$ cat config.mk
export PLATFORM = sky130hd
export DESIGN_NAME = fca_scale
export DESIGN_NICKNAME = d
export VERILOG_FILES = /design/src/hw/rtl/fca_pkg.sv /design/src/hw/rtl/fca_scale.sv
export SDC_FILE = /design/constraint.sdc
export NUM_CORES = 1
export LEC_CHECK = 0
export BUFFER_PORTS_ARGS = -buffer_cell sky130_fd_sc_hd__buf_2
export CORE_ASPECT_RATIO = 1.25
export CORE_MARGIN = 2
export CORE_UTILIZATION = 45
export CTS_BUF_LIST = sky130_fd_sc_hd__clkbuf_4 sky130_fd_sc_hd__clkbuf_8
export DETAILED_ROUTE_END_ITERATION = 6
export GPL_TIMING_DRIVEN = 0
export RECOVER_POWER = 25
export SYNTH_ARGS = -nofsm -noshare
export SYNTH_HDL_FRONTEND = slang
export SYNTH_SLANG_ARGS = --single-unit
$ cat constraint.sdc
create_clock -name i_clk -period 10.88 [get_ports i_clk]
set_input_delay 1.088 -clock i_clk [delete_from_list [all_inputs] [get_ports i_clk]]
set_output_delay 1.088 -clock i_clk [all_outputs]
set_load 0.05 [all_outputs]
$ cat src/hw/rtl/fca_pkg.sv
// ============================================================================
// fca_pkg
// Shared types, constants and the arctangent table of the full-circle
// angle core.
// ============================================================================
package fca_pkg;

    localparam int CW = 64;
    localparam int ZW = 32;
    localparam int OW = 24;

    localparam logic [1:0] UNIT_TURNS = 2'd0;
    localparam logic [1:0] UNIT_RAD   = 2'd1;
    localparam logic [1:0] UNIT_DEG   = 2'd2;

    localparam logic [ZW-1:0] Z_ZERO    = 32'h0000_0000;
    localparam logic [ZW-1:0] Z_QUARTER = 32'h4000_0000;
    localparam logic [ZW-1:0] Z_HALF    = 32'h8000_0000;
    localparam logic [ZW-1:0] Z_THREEQ  = 32'hC000_0000;

    localparam logic [ZW-1:0] K_TWO_PI = 32'hC90F_DAA2;
    localparam logic [ZW-1:0] K_DEG    = 32'd360;
    localparam logic [ZW-1:0] K_TURNS  = 32'd1;

    localparam logic [24:0] RAD_FULL = 25'd13176795;
    localparam logic [24:0] DEG_FULL = 25'd11796480;

    localparam logic [ZW-1:0] C_ARC [32] = '{
        32'h20000000, 32'h12E4051E, 32'h09FB385B, 32'h051111D4,
        32'h028B0D43, 32'h0145D7E1, 32'h00A2F61E, 32'h00517C55,
        32'h0028BE53, 32'h00145F2F, 32'h000A2F98, 32'h000517CC,
        32'h00028BE6, 32'h000145F3, 32'h0000A2FA, 32'h0000517D,
        32'h000028BE, 32'h0000145F, 32'h00000A30, 32'h00000518,
        32'h0000028C, 32'h00000146, 32'h000000A3, 32'h00000051,
        32'h00000029, 32'h00000014, 32'h0000000A, 32'h00000005,
        32'h00000003, 32'h00000001, 32'h00000001, 32'h00000000
    };

    typedef struct packed {
        logic                 valid;
        logic                 bypass;
        logic signed [CW-1:0] x;
        logic signed [CW-1:0] y;
        logic [ZW-1:0]        z;
    } t_cell_data;

endpackage

$ cat src/hw/rtl/fca_scale.sv
// ============================================================================
// fca_scale
// Converts the angle in turns to the selected output unit with rounding, wrapping a full circle to zero.
// ============================================================================
module fca_scale (
    input  logic                   i_clk,
    input  logic                   i_rst_n,
    input  logic                   i_en,
    input  logic [1:0]             i_mode,
    input  logic                   i_valid,
    input  logic [fca_pkg::ZW-1:0] i_z,
    output logic                   o_valid,
    output logic [fca_pkg::OW-1:0] o_angle
);
    import fca_pkg::*;

    logic [ZW-1:0]   w_k;
    logic [2*ZW-1:0] r_prod;
    logic [1:0]      r_mode;
    logic            r_v1;
    logic [2*ZW:0]   w_sum;
    logic [24:0]     w_round;
    logic [OW-1:0]   n_angle;
    logic [OW-1:0]   r_angle;
    logic            r_v2;

    always_comb begin
        unique case (i_mode)
            UNIT_RAD: w_k = K_TWO_PI;
            UNIT_DEG: w_k = K_DEG;
            default:  w_k = K_TURNS;
        endcase
    end

    always_comb begin
        unique case (r_mode)
            UNIT_RAD: begin
                w_sum   = {1'b0, r_prod} + (65'd1 << 39);
                w_round = w_sum[64:40];
                n_angle = (w_round >= RAD_FULL) ? '0 : w_round[OW-1:0];
            end
            UNIT_DEG: begin
                w_sum   = {1'b0, r_prod} + (65'd1 << 16);
                w_round = w_sum[41:17];
                n_angle = (w_round >= DEG_FULL) ? '0 : w_round[OW-1:0];
            end
            default: begin
                w_sum   = {1'b0, r_prod} + 65'd128;
                w_round = w_sum[32:8];
                n_angle = w_round[OW-1:0];
            end
        endcase
    end

    always_ff @(posedge i_clk) begin
        if (!i_rst_n) begin
            r_v1 <= 1'b0;
            r_v2 <= 1'b0;
        end else if (i_en) begin
            r_v1 <= i_valid;
            r_v2 <= r_v1;
        end
        if (i_en) begin
            r_prod  <= i_z * w_k;
            r_mode  <= i_mode;
            r_angle <= n_angle;
        end
    end

    assign o_valid = r_v2;
    assign o_angle = r_angle;
endmodule

## After elaboration in Yosys (flattened, before gate mapping)

Index checks and enable logic that the tools add are counted.

| storage, ports and cells | value |
|---|---|
| register bits after elaboration | 92 |
| output and inout port bits | 25 |
| bits of input ports | 38 |
| word-level logic and storage cells | 19 |

| operators by class | value |
|---|---|
| add/sub/neg operators | 3 |
| muxes and demuxes | 4 |
| eq/ne operators | 4 |
| $lt $le $gt $ge | 2 |
| multipliers | 1 |

Operators with widths:

| kind | count |
|---|---|
| 64-bit by 40-bit adder with 65-bit output (second input constant) | 1 |
| 32-bit by 32-bit multiplier with 64-bit output | 1 |
| 32-bit one-hot mux with 2 select lines | 1 |
| 25-bit by 24-bit greater-or-equal comparator with 1-bit output (second input constant) | 2 |
| 24-bit 2-to-1 mux | 2 |
| 24-bit one-hot mux with 2 select lines | 1 |
| 42-bit by 17-bit adder with 42-bit output (second input constant) | 1 |
| 32-bit by 8-bit adder with 32-bit output (second input constant) | 1 |
| 2-bit by 1-bit == test with 1-bit output (second input constant) | 2 |
| 2-bit == test (second input constant) | 2 |

## Longest topological paths before layout

Gate-level depths: netlist of the first run.

| logic depth | value |
|---|---|
| word-level depth | 4 |
| depth in mapped cells | 33 |
| mapped depth without buffers | 31 |

## Worst setup path before layout of the first run

OpenSTA, ideal clock, no wires.

| path | value |
|---|---|
| path kind | input port to flip-flop |
| from | input i_mode[1] |
| to | register r_prod[59], data pin |
| arrival time | 8.357 ns |
| setup time | 0.263 ns |
| slack | 2.260 ns |
| stages | 31 |
| path through | inv_1 ha_1 buf_4 clkbuf_1 clkbuf_1 and2_1 fa_1 fa_1 fa_1 inv_1 fa_1 inv_1 fa_1 inv_1 fa_1 inv_1 fa_1 inv_1 fa_1 inv_1 ha_1 nand4_1 nor2_1 a221o_1 and3_1 o21a_1 nor3_2 o21ba_2 o31a_2 o221a_1 xnor2_1 |

| between the ends | value |
|---|---|
| longest elaborated chain between the ends | 3 |
| elaborated cells between the ends (all ways) | 4 |

RTL lines:

| item | line | text |
|---|---|---|
| start, declared | fca_scale.sv:9 | `input logic [1:0] i_mode,` |
| 2-bit == test or 2-bit by 1-bit == test with 1-bit output (tied branches) | fca_scale.sv:28 | `unique case (i_mode)` |
| 32-bit one-hot mux with 2 select lines (*) | fca_scale.sv:28 |  |
| 32-bit by 32-bit multiplier with 64-bit output (*) | fca_scale.sv:64 | `r_prod <= i_z * w_k;` |
| end signal, assigned | fca_scale.sv:64 |  |
| end, declared | fca_scale.sv:18 | `logic [2*ZW-1:0] r_prod;` |

Every way passes the cells marked *; elsewhere a longest branch is shown, timed or not.
A chain may end at the register's enable or synchronous reset.

## Worst setup path in the final report of the first run

| path | value |
|---|---|
| from | input i_mode[1] |
| to | register r_prod[60], data pin |

The elaborated chain is that of the path after synthesis.

==> flow_summary.json, run 1 <==
{
  "run_status": "finished with violations",
  "failed_checks": "capacitance limit, slew limit",
  "timing.critical_path.max_delay_family": "adder cells",
  "ys_seq_elements": 85,
  "dpl.hpwl_microns": 61400,
  "post-route-util_pct": 48.2,
  "n_antenna_cell": 0,
  "dr.first_iter.drc_count": 929,
  "crit_path_end_kind": "flip-flop",
  "crit_path_start_kind": "input pin",
  "antenna_found_initial": 2,
  "complex_gate_fraction_of_the_synthesized_area_pct": 6.94,
  "holdPathStages": 2,
  "gr-total-overflow": 0,
  "clock-skew-final_ns": 0.00805,
  "final_setup_fails": 0,
  "synth_enable_flop_cells": 83,
  "first_pass_iters": 5,
  "clkSlewWorstSetupHoldPaths_ns": 0.08,
  "intPower_uw": 3470,
  "r2r-start": "r_prod[16]$_DFFE_PP_",
  "layout.filler_cells": 5143,
  "floorplan.initialDensity_pct": 45.5,
  "synthXorXnorAreaFrac_pct": 5.73,
  "crit_path_frequent_cell": "sky130_fd_sc_hd__fa_1",
  "worst_skew_pair_latency_ns": 0.38,
  "floorplan.die.height_microns": 265,
  "worstMarginPinSlew_ns": 4.23,
  "syn_avg_cell_area_sq_um": 9.95,
  "via_per_inst": 5.20,
  "worst_vdd_rail_ir_drop_v": 0.000350,
  "ys_async_sr_fraction_pct": 0,
  "number_of_h_tree_levels": 3,
  "comb_power_share_pct": 85.3,
  "finalSetupTns_ns": 0,
  "ys_types": 78,
  "synth_sequential_area_ratio_pct": 10.3,
  "maximum_number_of_pins_on_one_net_before_global_route_repair": 81,
  "hold_class": "flip-flop to flip-flop",
  "synth.area.mux_share_pct": 0.205,
  "switching_share_pct": 54.8,
  "routed_wire_length_per_instance_microns": 20.9,
  "worstPathBufferInverterCount": 8,
  "grt_pass1_vias": 18500,
  "final_nets": 3398,
  "cts.sinks": 85,
  "post-route-drc-count": 0,
  "syn_area_sq_mm": 0.0245,
  "cts_tree": "yes",
  "via_count": 16900,
  "power_dens_cells_mw_per_mm2": 297,
  "timing.final.crit_share_pct": 95.7,
  "hold_path_startpoint": "o_valid$_SDFFE_PN0P_",
  "fin_crit_ns": 10.41,
  "std_cell_rows": 95,
  "hold_viol": 0,
  "largest_stage_delay_on_the_critical_path_ns": 0.85,
  "setup_repair_after_global_routing_missed_its_margin": "no",
  "detail-route-antenna-nets": 0,
  "clkPwrFrac_pct": 2.9,
  "cts_buffer_depth": 2,
  "critical_path.max_fanout": 10,
  "worst_r2r_path_depth": 13,
  "power_frac_seq_pct": 11.8,
  "globalplace.congestion": 0.944,
  "die-width_microns": 213,
  "synth.net_count": 3329,
  "cp-startpoint": "i_mode[1]",
  "dieArea_sq_mm": 0.0563,
  "synth-main-ff-cell": "sky130_fd_sc_hd__edfxtp_1",
  "post_synth_fa_ha_maj_area_fraction_pct": 56.6,
  "groute.usage.overall_pct": 25.0,
  "netlist_instances": 2458,
  "cts-root-buf": "sky130_fd_sc_hd__clkbuf_8",
  "relSlewSlack_pct": -182,
  "growth_of_design_area_from_synthesis_to_finish_pct": 5.73,
  "drive_gt1_share_pct": 5.45,
  "cts_buffers": 9,
  "worst-endpoint-arrival_ns": 10.53,
  "critical_path_required_ns": 11.00,
  "timing.critical_path.depth": 29,
  "drv_cap": 1,
  "most_common_cell_in_the_synthesized_netlist": "sky130_fd_sc_hd__inv_1",
  "totalWireLength_microns": 68000,
  "most_frequent_cells_after_synthesis": "634 x sky130_fd_sc_hd__inv_1, 453 x sky130_fd_sc_hd__fa_1, 380 x sky130_fd_sc_hd__ha_1",
  "power_leakage_uw": 0.0141,
  "post-synth-top-area-cell": "sky130_fd_sc_hd__fa_1",
  "max_clk_rate_mhz": 96.1,
  "grt_pass1_wl_microns": 105000,
  "cts_hold_buf": 0,
  "pin_count": 63,
  "timing_worst_setup_path_type": "input pin to flip-flop",
  "synthTopCellsByArea": "sky130_fd_sc_hd__fa_1 37%, sky130_fd_sc_hd__ha_1 19%, sky130_fd_sc_hd__edfxtp_1 10%, sky130_fd_sc_hd__inv_1 9.7%, sky130_fd_sc_hd__xnor2_1 3.3%",
  "synth_simple_gate_area_share_pct": 9.42,
  "placement.io_buffers": 57,
  "power.switching_uw": 4200,
  "synth_warnings": 0,
  "maxSlewViolCount": 81,
  "critical-path-slowest-cell": "sky130_fd_sc_hd__clkdlybuf4s15_1",
  "synth_top_cell_area_share_pct": 37.1,
  "cts_setup_buffers": 0,
  "combinational_family_with_the_most_area_after_synthesis": "adder cells",
  "design.core.area_sq_mm": 0.0537
}
## layout make-up
type                       instances  area [sq um]  area share, %
multi-input combinational       1683         19300           74.6
sequential                        85          2530           9.79
inverter                         634          2380           9.20
tap                              727           910           3.52
timing repair buffer              58           288           1.11
buffer                            56           264           1.02
clock buffer                       9           124          0.479
clock inverter                     7          73.8          0.285
## timing repair
action,in CTS,in global routing
gates resized for setup,0,2
endpoints found under the setup margin,0,1
hold endpoints to repair,0,0
## power groups by stage
stage	sequential (uW)	combinational (uW)	clock (uW)
after floorplan	949	4670	0
after global placement	905	6520	0
after CTS	901	6610	229
final	903	6550	223
after global routing	919	7350	242
after detailed placement	908	6550	0
## layout by cell type, fill, tap and decap left out, types with 51 or more instances in the layout
| cell | synthesis | routed |
|---|---|---|
| sky130_fd_sc_hd__a21oi_1 | 71 | 71 |
| sky130_fd_sc_hd__and2_1 | 56 | 56 |
| sky130_fd_sc_hd__buf_2 | 11 | 67 |
| sky130_fd_sc_hd__edfxtp_1 | 83 | 83 |
| sky130_fd_sc_hd__fa_1 | 453 | 453 |
| sky130_fd_sc_hd__ha_1 | 380 | 380 |
| sky130_fd_sc_hd__inv_1 | 634 | 634 |
| sky130_fd_sc_hd__nand2_1 | 144 | 144 |
| sky130_fd_sc_hd__nor2_1 | 51 | 51 |
| sky130_fd_sc_hd__xnor2_1 | 91 | 91 |
| sky130_fd_sc_hd__xor2_1 | 69 | 69 |
## metrics by stage
stage / area [sq um] / worst slack, ns / cells / power [uW] / hold slack, ns
6_report: 25900 / 0.473 / 3259 / 7670 / 0.538
5_1_grt: 25900 / 0.0373 / 3259 / 8510 / 0.560
4_1_cts: 25900 / 0.497 / 3259 / 7740 / 0.538
3_5_place_dp: 25700 / 0.115 / 3243 / 7460 / 0.524
3_3_place_gp: 25700 / 0.148 / 3242 / 7430 / 0.494
2_1_floorplan: 24500 / 2.26 / 2458 / 5620 / 0.482
## worst min-delay path, cell delays in order (launching register included)
cell and delay (ns):
sky130_fd_sc_hd__dfxtp_1 0.32, sky130_fd_sc_hd__mux2i_1 0.12, sky130_fd_sc_hd__nor2b_1 0.06
## flip-flops by register name, summed over array words and instances (netlist names)
name	count
r_prod	57
r_mode	2
r_v1	1
o_angle	24
o_valid	1
## cells by family (layout without fill, tap and decap cells)
group / after synthesis / after routing
flip-flops: 85 / 85
buffers and inverters: 690 / 764
AND/OR/NAND/NOR: 446 / 446
AO/OA/AOI/OAI: 237 / 237
XOR/XNOR: 160 / 160
multiplexers: 5 / 5
adder cells (fa/ha/maj): 835 / 835
## metal layers
metal  up-vias  global-route usage, %  share of wire (%)
met5         -                      0              0.024
met1      8580                   31.2                 40
met3       112                   2.38                3.6
met2       393                   44.4                 51
met4         2                   9.64                4.5
li1       7849                      -                  -
## path summary, 6_finish.rpt
path / end / slack, ns
setup / recovery: r_prod[60]$_DFFE_PP_ / 0.47
hold / removal: o_valid$_SDFFE_PN0P_ / 0.54
setup reg to reg: o_angle[23]$_DFFE_PP_ / 7.55
hold reg to reg: o_valid$_SDFFE_PN0P_ / 0.54
Note: power is estimated with default switching activity, not from simulation.
==> run 2: changes to the inputs <==
CTS_BUF_LIST = unset   (was sky130_fd_sc_hd__clkbuf_4 sky130_fd_sc_hd__clkbuf_8)
RECOVER_POWER = unset   (was 25)
clock period = 12.9 ns   (was 10.88 ns; I/O delays follow)
==> run 2 against run 1 <==
Net effect: the run now ends clean; critical endpoint unchanged; setup slack gained 1.7 ns; largest power group unchanged; non-clock buffer count is the same; via count is essentially flat; routed wire length is essentially flat; first-iteration DRC count grew 0.43%.
==> flow_summary.json, run 2 (synthesis gave the netlist of run 1 again) <==
{
  "run_status": "finished, final reports clean",
  "floorplan.initialDensity_pct": 45.5,
  "grt_pass1_vias": 18500,
  "largest-register": "r_prod",
  "dr.first_iter.drc_count": 933,
  "layout_commonest_cell": "sky130_fd_sc_hd__inv_1",
  "reg2reg_setup_slack_ns": 9.61,
  "cts-root-buf": "sky130_fd_sc_hd__clkbuf_16",
  "worstMarginPinSlew_ns": 1.14,
  "drive_gt1_share_pct": 5.53,
  "max_clk_rate_mhz": 93.2,
  "groute.usage.overall_pct": 25.0,
  "dpl.hpwl_microns": 61400,
  "power_dens_cells_mw_per_mm2": 251,
  "grt_pass1_wl_microns": 105000,
  "worst_vdd_rail_ir_drop_v": 0.000295,
  "post-route-drc-count": 0,
  "hold_path_startpoint": "o_valid$_SDFFE_PN0P_",
  "timing.final.crit_share_pct": 83.2,
  "worst_hold_path.endpoint": "o_valid$_SDFFE_PN0P_",
  "cts_setup_buffers": 0,
  "setup_repair_after_global_routing_missed_its_margin": "no",
  "crit_path_frequent_cell": "sky130_fd_sc_hd__fa_1",
  "die-width_microns": 213,
  "worst-endpoint-arrival_ns": 10.81,
  "power_leakage_uw": 0.0142,
  "critical_path_required_ns": 12.98,
  "post-route-util_pct": 48.4,
  "design.core.area_sq_mm": 0.0537,
  "finalSetupTns_ns": 0,
  "r2r-start": "r_prod[16]$_DFFE_PP_",
  "hold_viol": 0,
  "pin_count": 63,
  "routed_wire_length_per_instance_microns": 20.9,
  "first_pass_iters": 5,
  "capturing_point_of_the_worst_reg2reg_path": "o_angle[23]$_DFFE_PP_",
  "detail-route-antenna-nets": 0,
  "antenna_found_initial": 2,
  "largest_reg_flops": 57,
  "placement.io_buffers": 57,
  "n_antenna_cell": 0,
  "cts_buffer_depth": 2,
  "via_count": 16900,
  "cts_tree": "yes",
  "std_cell_rows": 95,
  "fin_crit_ns": 10.73,
  "totalWireLength_microns": 68000,
  "maxSlewViolCount": 0,
  "worst_r2r_path_depth": 13,
  "dieArea_sq_mm": 0.0563,
  "largest_stage_delay_on_the_critical_path_ns": 0.88,
  "crit_path_start_kind": "input pin",
  "critical_path.max_fanout": 10,
  "crit_path_end_kind": "flip-flop",
  "globalplace.congestion": 0.944,
  "timing_worst_setup_path_type": "input pin to flip-flop",
  "layout.filler_cells": 5133,
  "clkSlewWorstSetupHoldPaths_ns": 0.06,
  "cts_buffers": 9,
  "relSlewSlack_pct": 24.3,
  "cts.sinks": 85,
  "clock-skew-final_ns": 0.00439,
  "mostFrequentLayoutCells": "634 x sky130_fd_sc_hd__inv_1, 453 x sky130_fd_sc_hd__fa_1, 380 x sky130_fd_sc_hd__ha_1",
  "gr-total-overflow": 0,
  "hold_class": "flip-flop to flip-flop",
  "maximum_number_of_pins_on_one_net_before_global_route_repair": 81,
  "worst_skew_pair_latency_ns": 0.35,
  "critical-path-slowest-cell": "sky130_fd_sc_hd__clkbuf_1",
  "number_of_h_tree_levels": 3,
  "floorplan.die.height_microns": 265,
  "holdPathStages": 2,
  "via_per_inst": 5.19,
  "drv_cap": 0,
  "post_cts_resized": 0,
  "final_setup_fails": 0,
  "growth_of_design_area_from_synthesis_to_finish_pct": 6.23,
  "final_nets": 3398,
  "cts_hold_buf": 0
}
## run 2: cell types whose count changed in the layout (fill, tap and decap cells not counted)
cell,delta
sky130_fd_sc_hd__clkbuf_16,+9
sky130_fd_sc_hd__clkbuf_8,-9
sky130_fd_sc_hd__buf_16,+1
sky130_fd_sc_hd__buf_4,+1
sky130_fd_sc_hd__clkbuf_1,-1
sky130_fd_sc_hd__clkdlybuf4s15_1,-1
## run 2: worst max path at each step
stage	start	endpoint	cells after the start
floorplan	i_mode[1]	r_prod[59]$_DFFE_PP_	31
global placement	i_mode[1]	r_prod[60]$_DFFE_PP_	32
detailed placement	i_mode[1]	r_prod[60]$_DFFE_PP_	30
CTS	i_mode[1]	r_prod[60]$_DFFE_PP_	30
global route	i_mode[1]	r_prod[60]$_DFFE_PP_	29
finish	i_mode[1]	r_prod[60]$_DFFE_PP_	29
## run 2: per-layer routing
| layer | GRT usage (%) | up-vias | part of all wire (%) |
|---|---|---|---|
| met2 | 44.4 | 387 | 52 |
| met5 | 0 | - | 0.024 |
| met4 | 9.92 | 2 | 4.4 |
| li1 | - | 7850 | - |
| met3 | 2.14 | 108 | 3.8 |
| met1 | 31.3 | 8583 | 40 |
## run 2: area by class of cell
type                            instances  area (sq um)  area share [%]
Buffer                                 56           258           0.992
Clock buffer                            9           225           0.866
Tap cell                              727           910            3.50
Inverter                              634          2380            9.16
Sequential cell                        85          2530            9.74
Clock inverter                          7          73.8           0.284
Multi-Input combinational cell       1683         19300            74.2
Timing Repair Buffer                   58           315            1.21
## run 2: power by group
part | total, uW | switching [uW] | leakage (uW) | internal [uW]
sequential | 761 | 112 | 0.000837 | 648
combinational | 5520 | 3330 | 0.0132 | 2190
clock | 255 | 105 | 0.000146 | 151
total | 6530 | 3550 | 0.0142 | 2980
## run 2: metrics by stage
step                      area (sq um)  hold WS [ns]  power (uW)  instances  worst slack (ns)
after CTS                        26000         0.534        6600       3259              2.27
after floorplan                  24500         0.482        4740       2458              4.08
after global placement           25700         0.494        6270       3242              1.97
final                            26000         0.535        6530       3259              2.17
after detailed placement         25700         0.524        6290       3243              1.93
after global routing             26000         0.555        7240       3259              1.74
## run 2: critical path: cells and delay by family
kind / cells / cell delay (ns)
xor+xnor: 1 / 0.14
simple gates: 1 / 0.52
fa+ha+maj: 10 / 4.39
compound gates: 9 / 2.21
buf+inv: 8 / 2.24
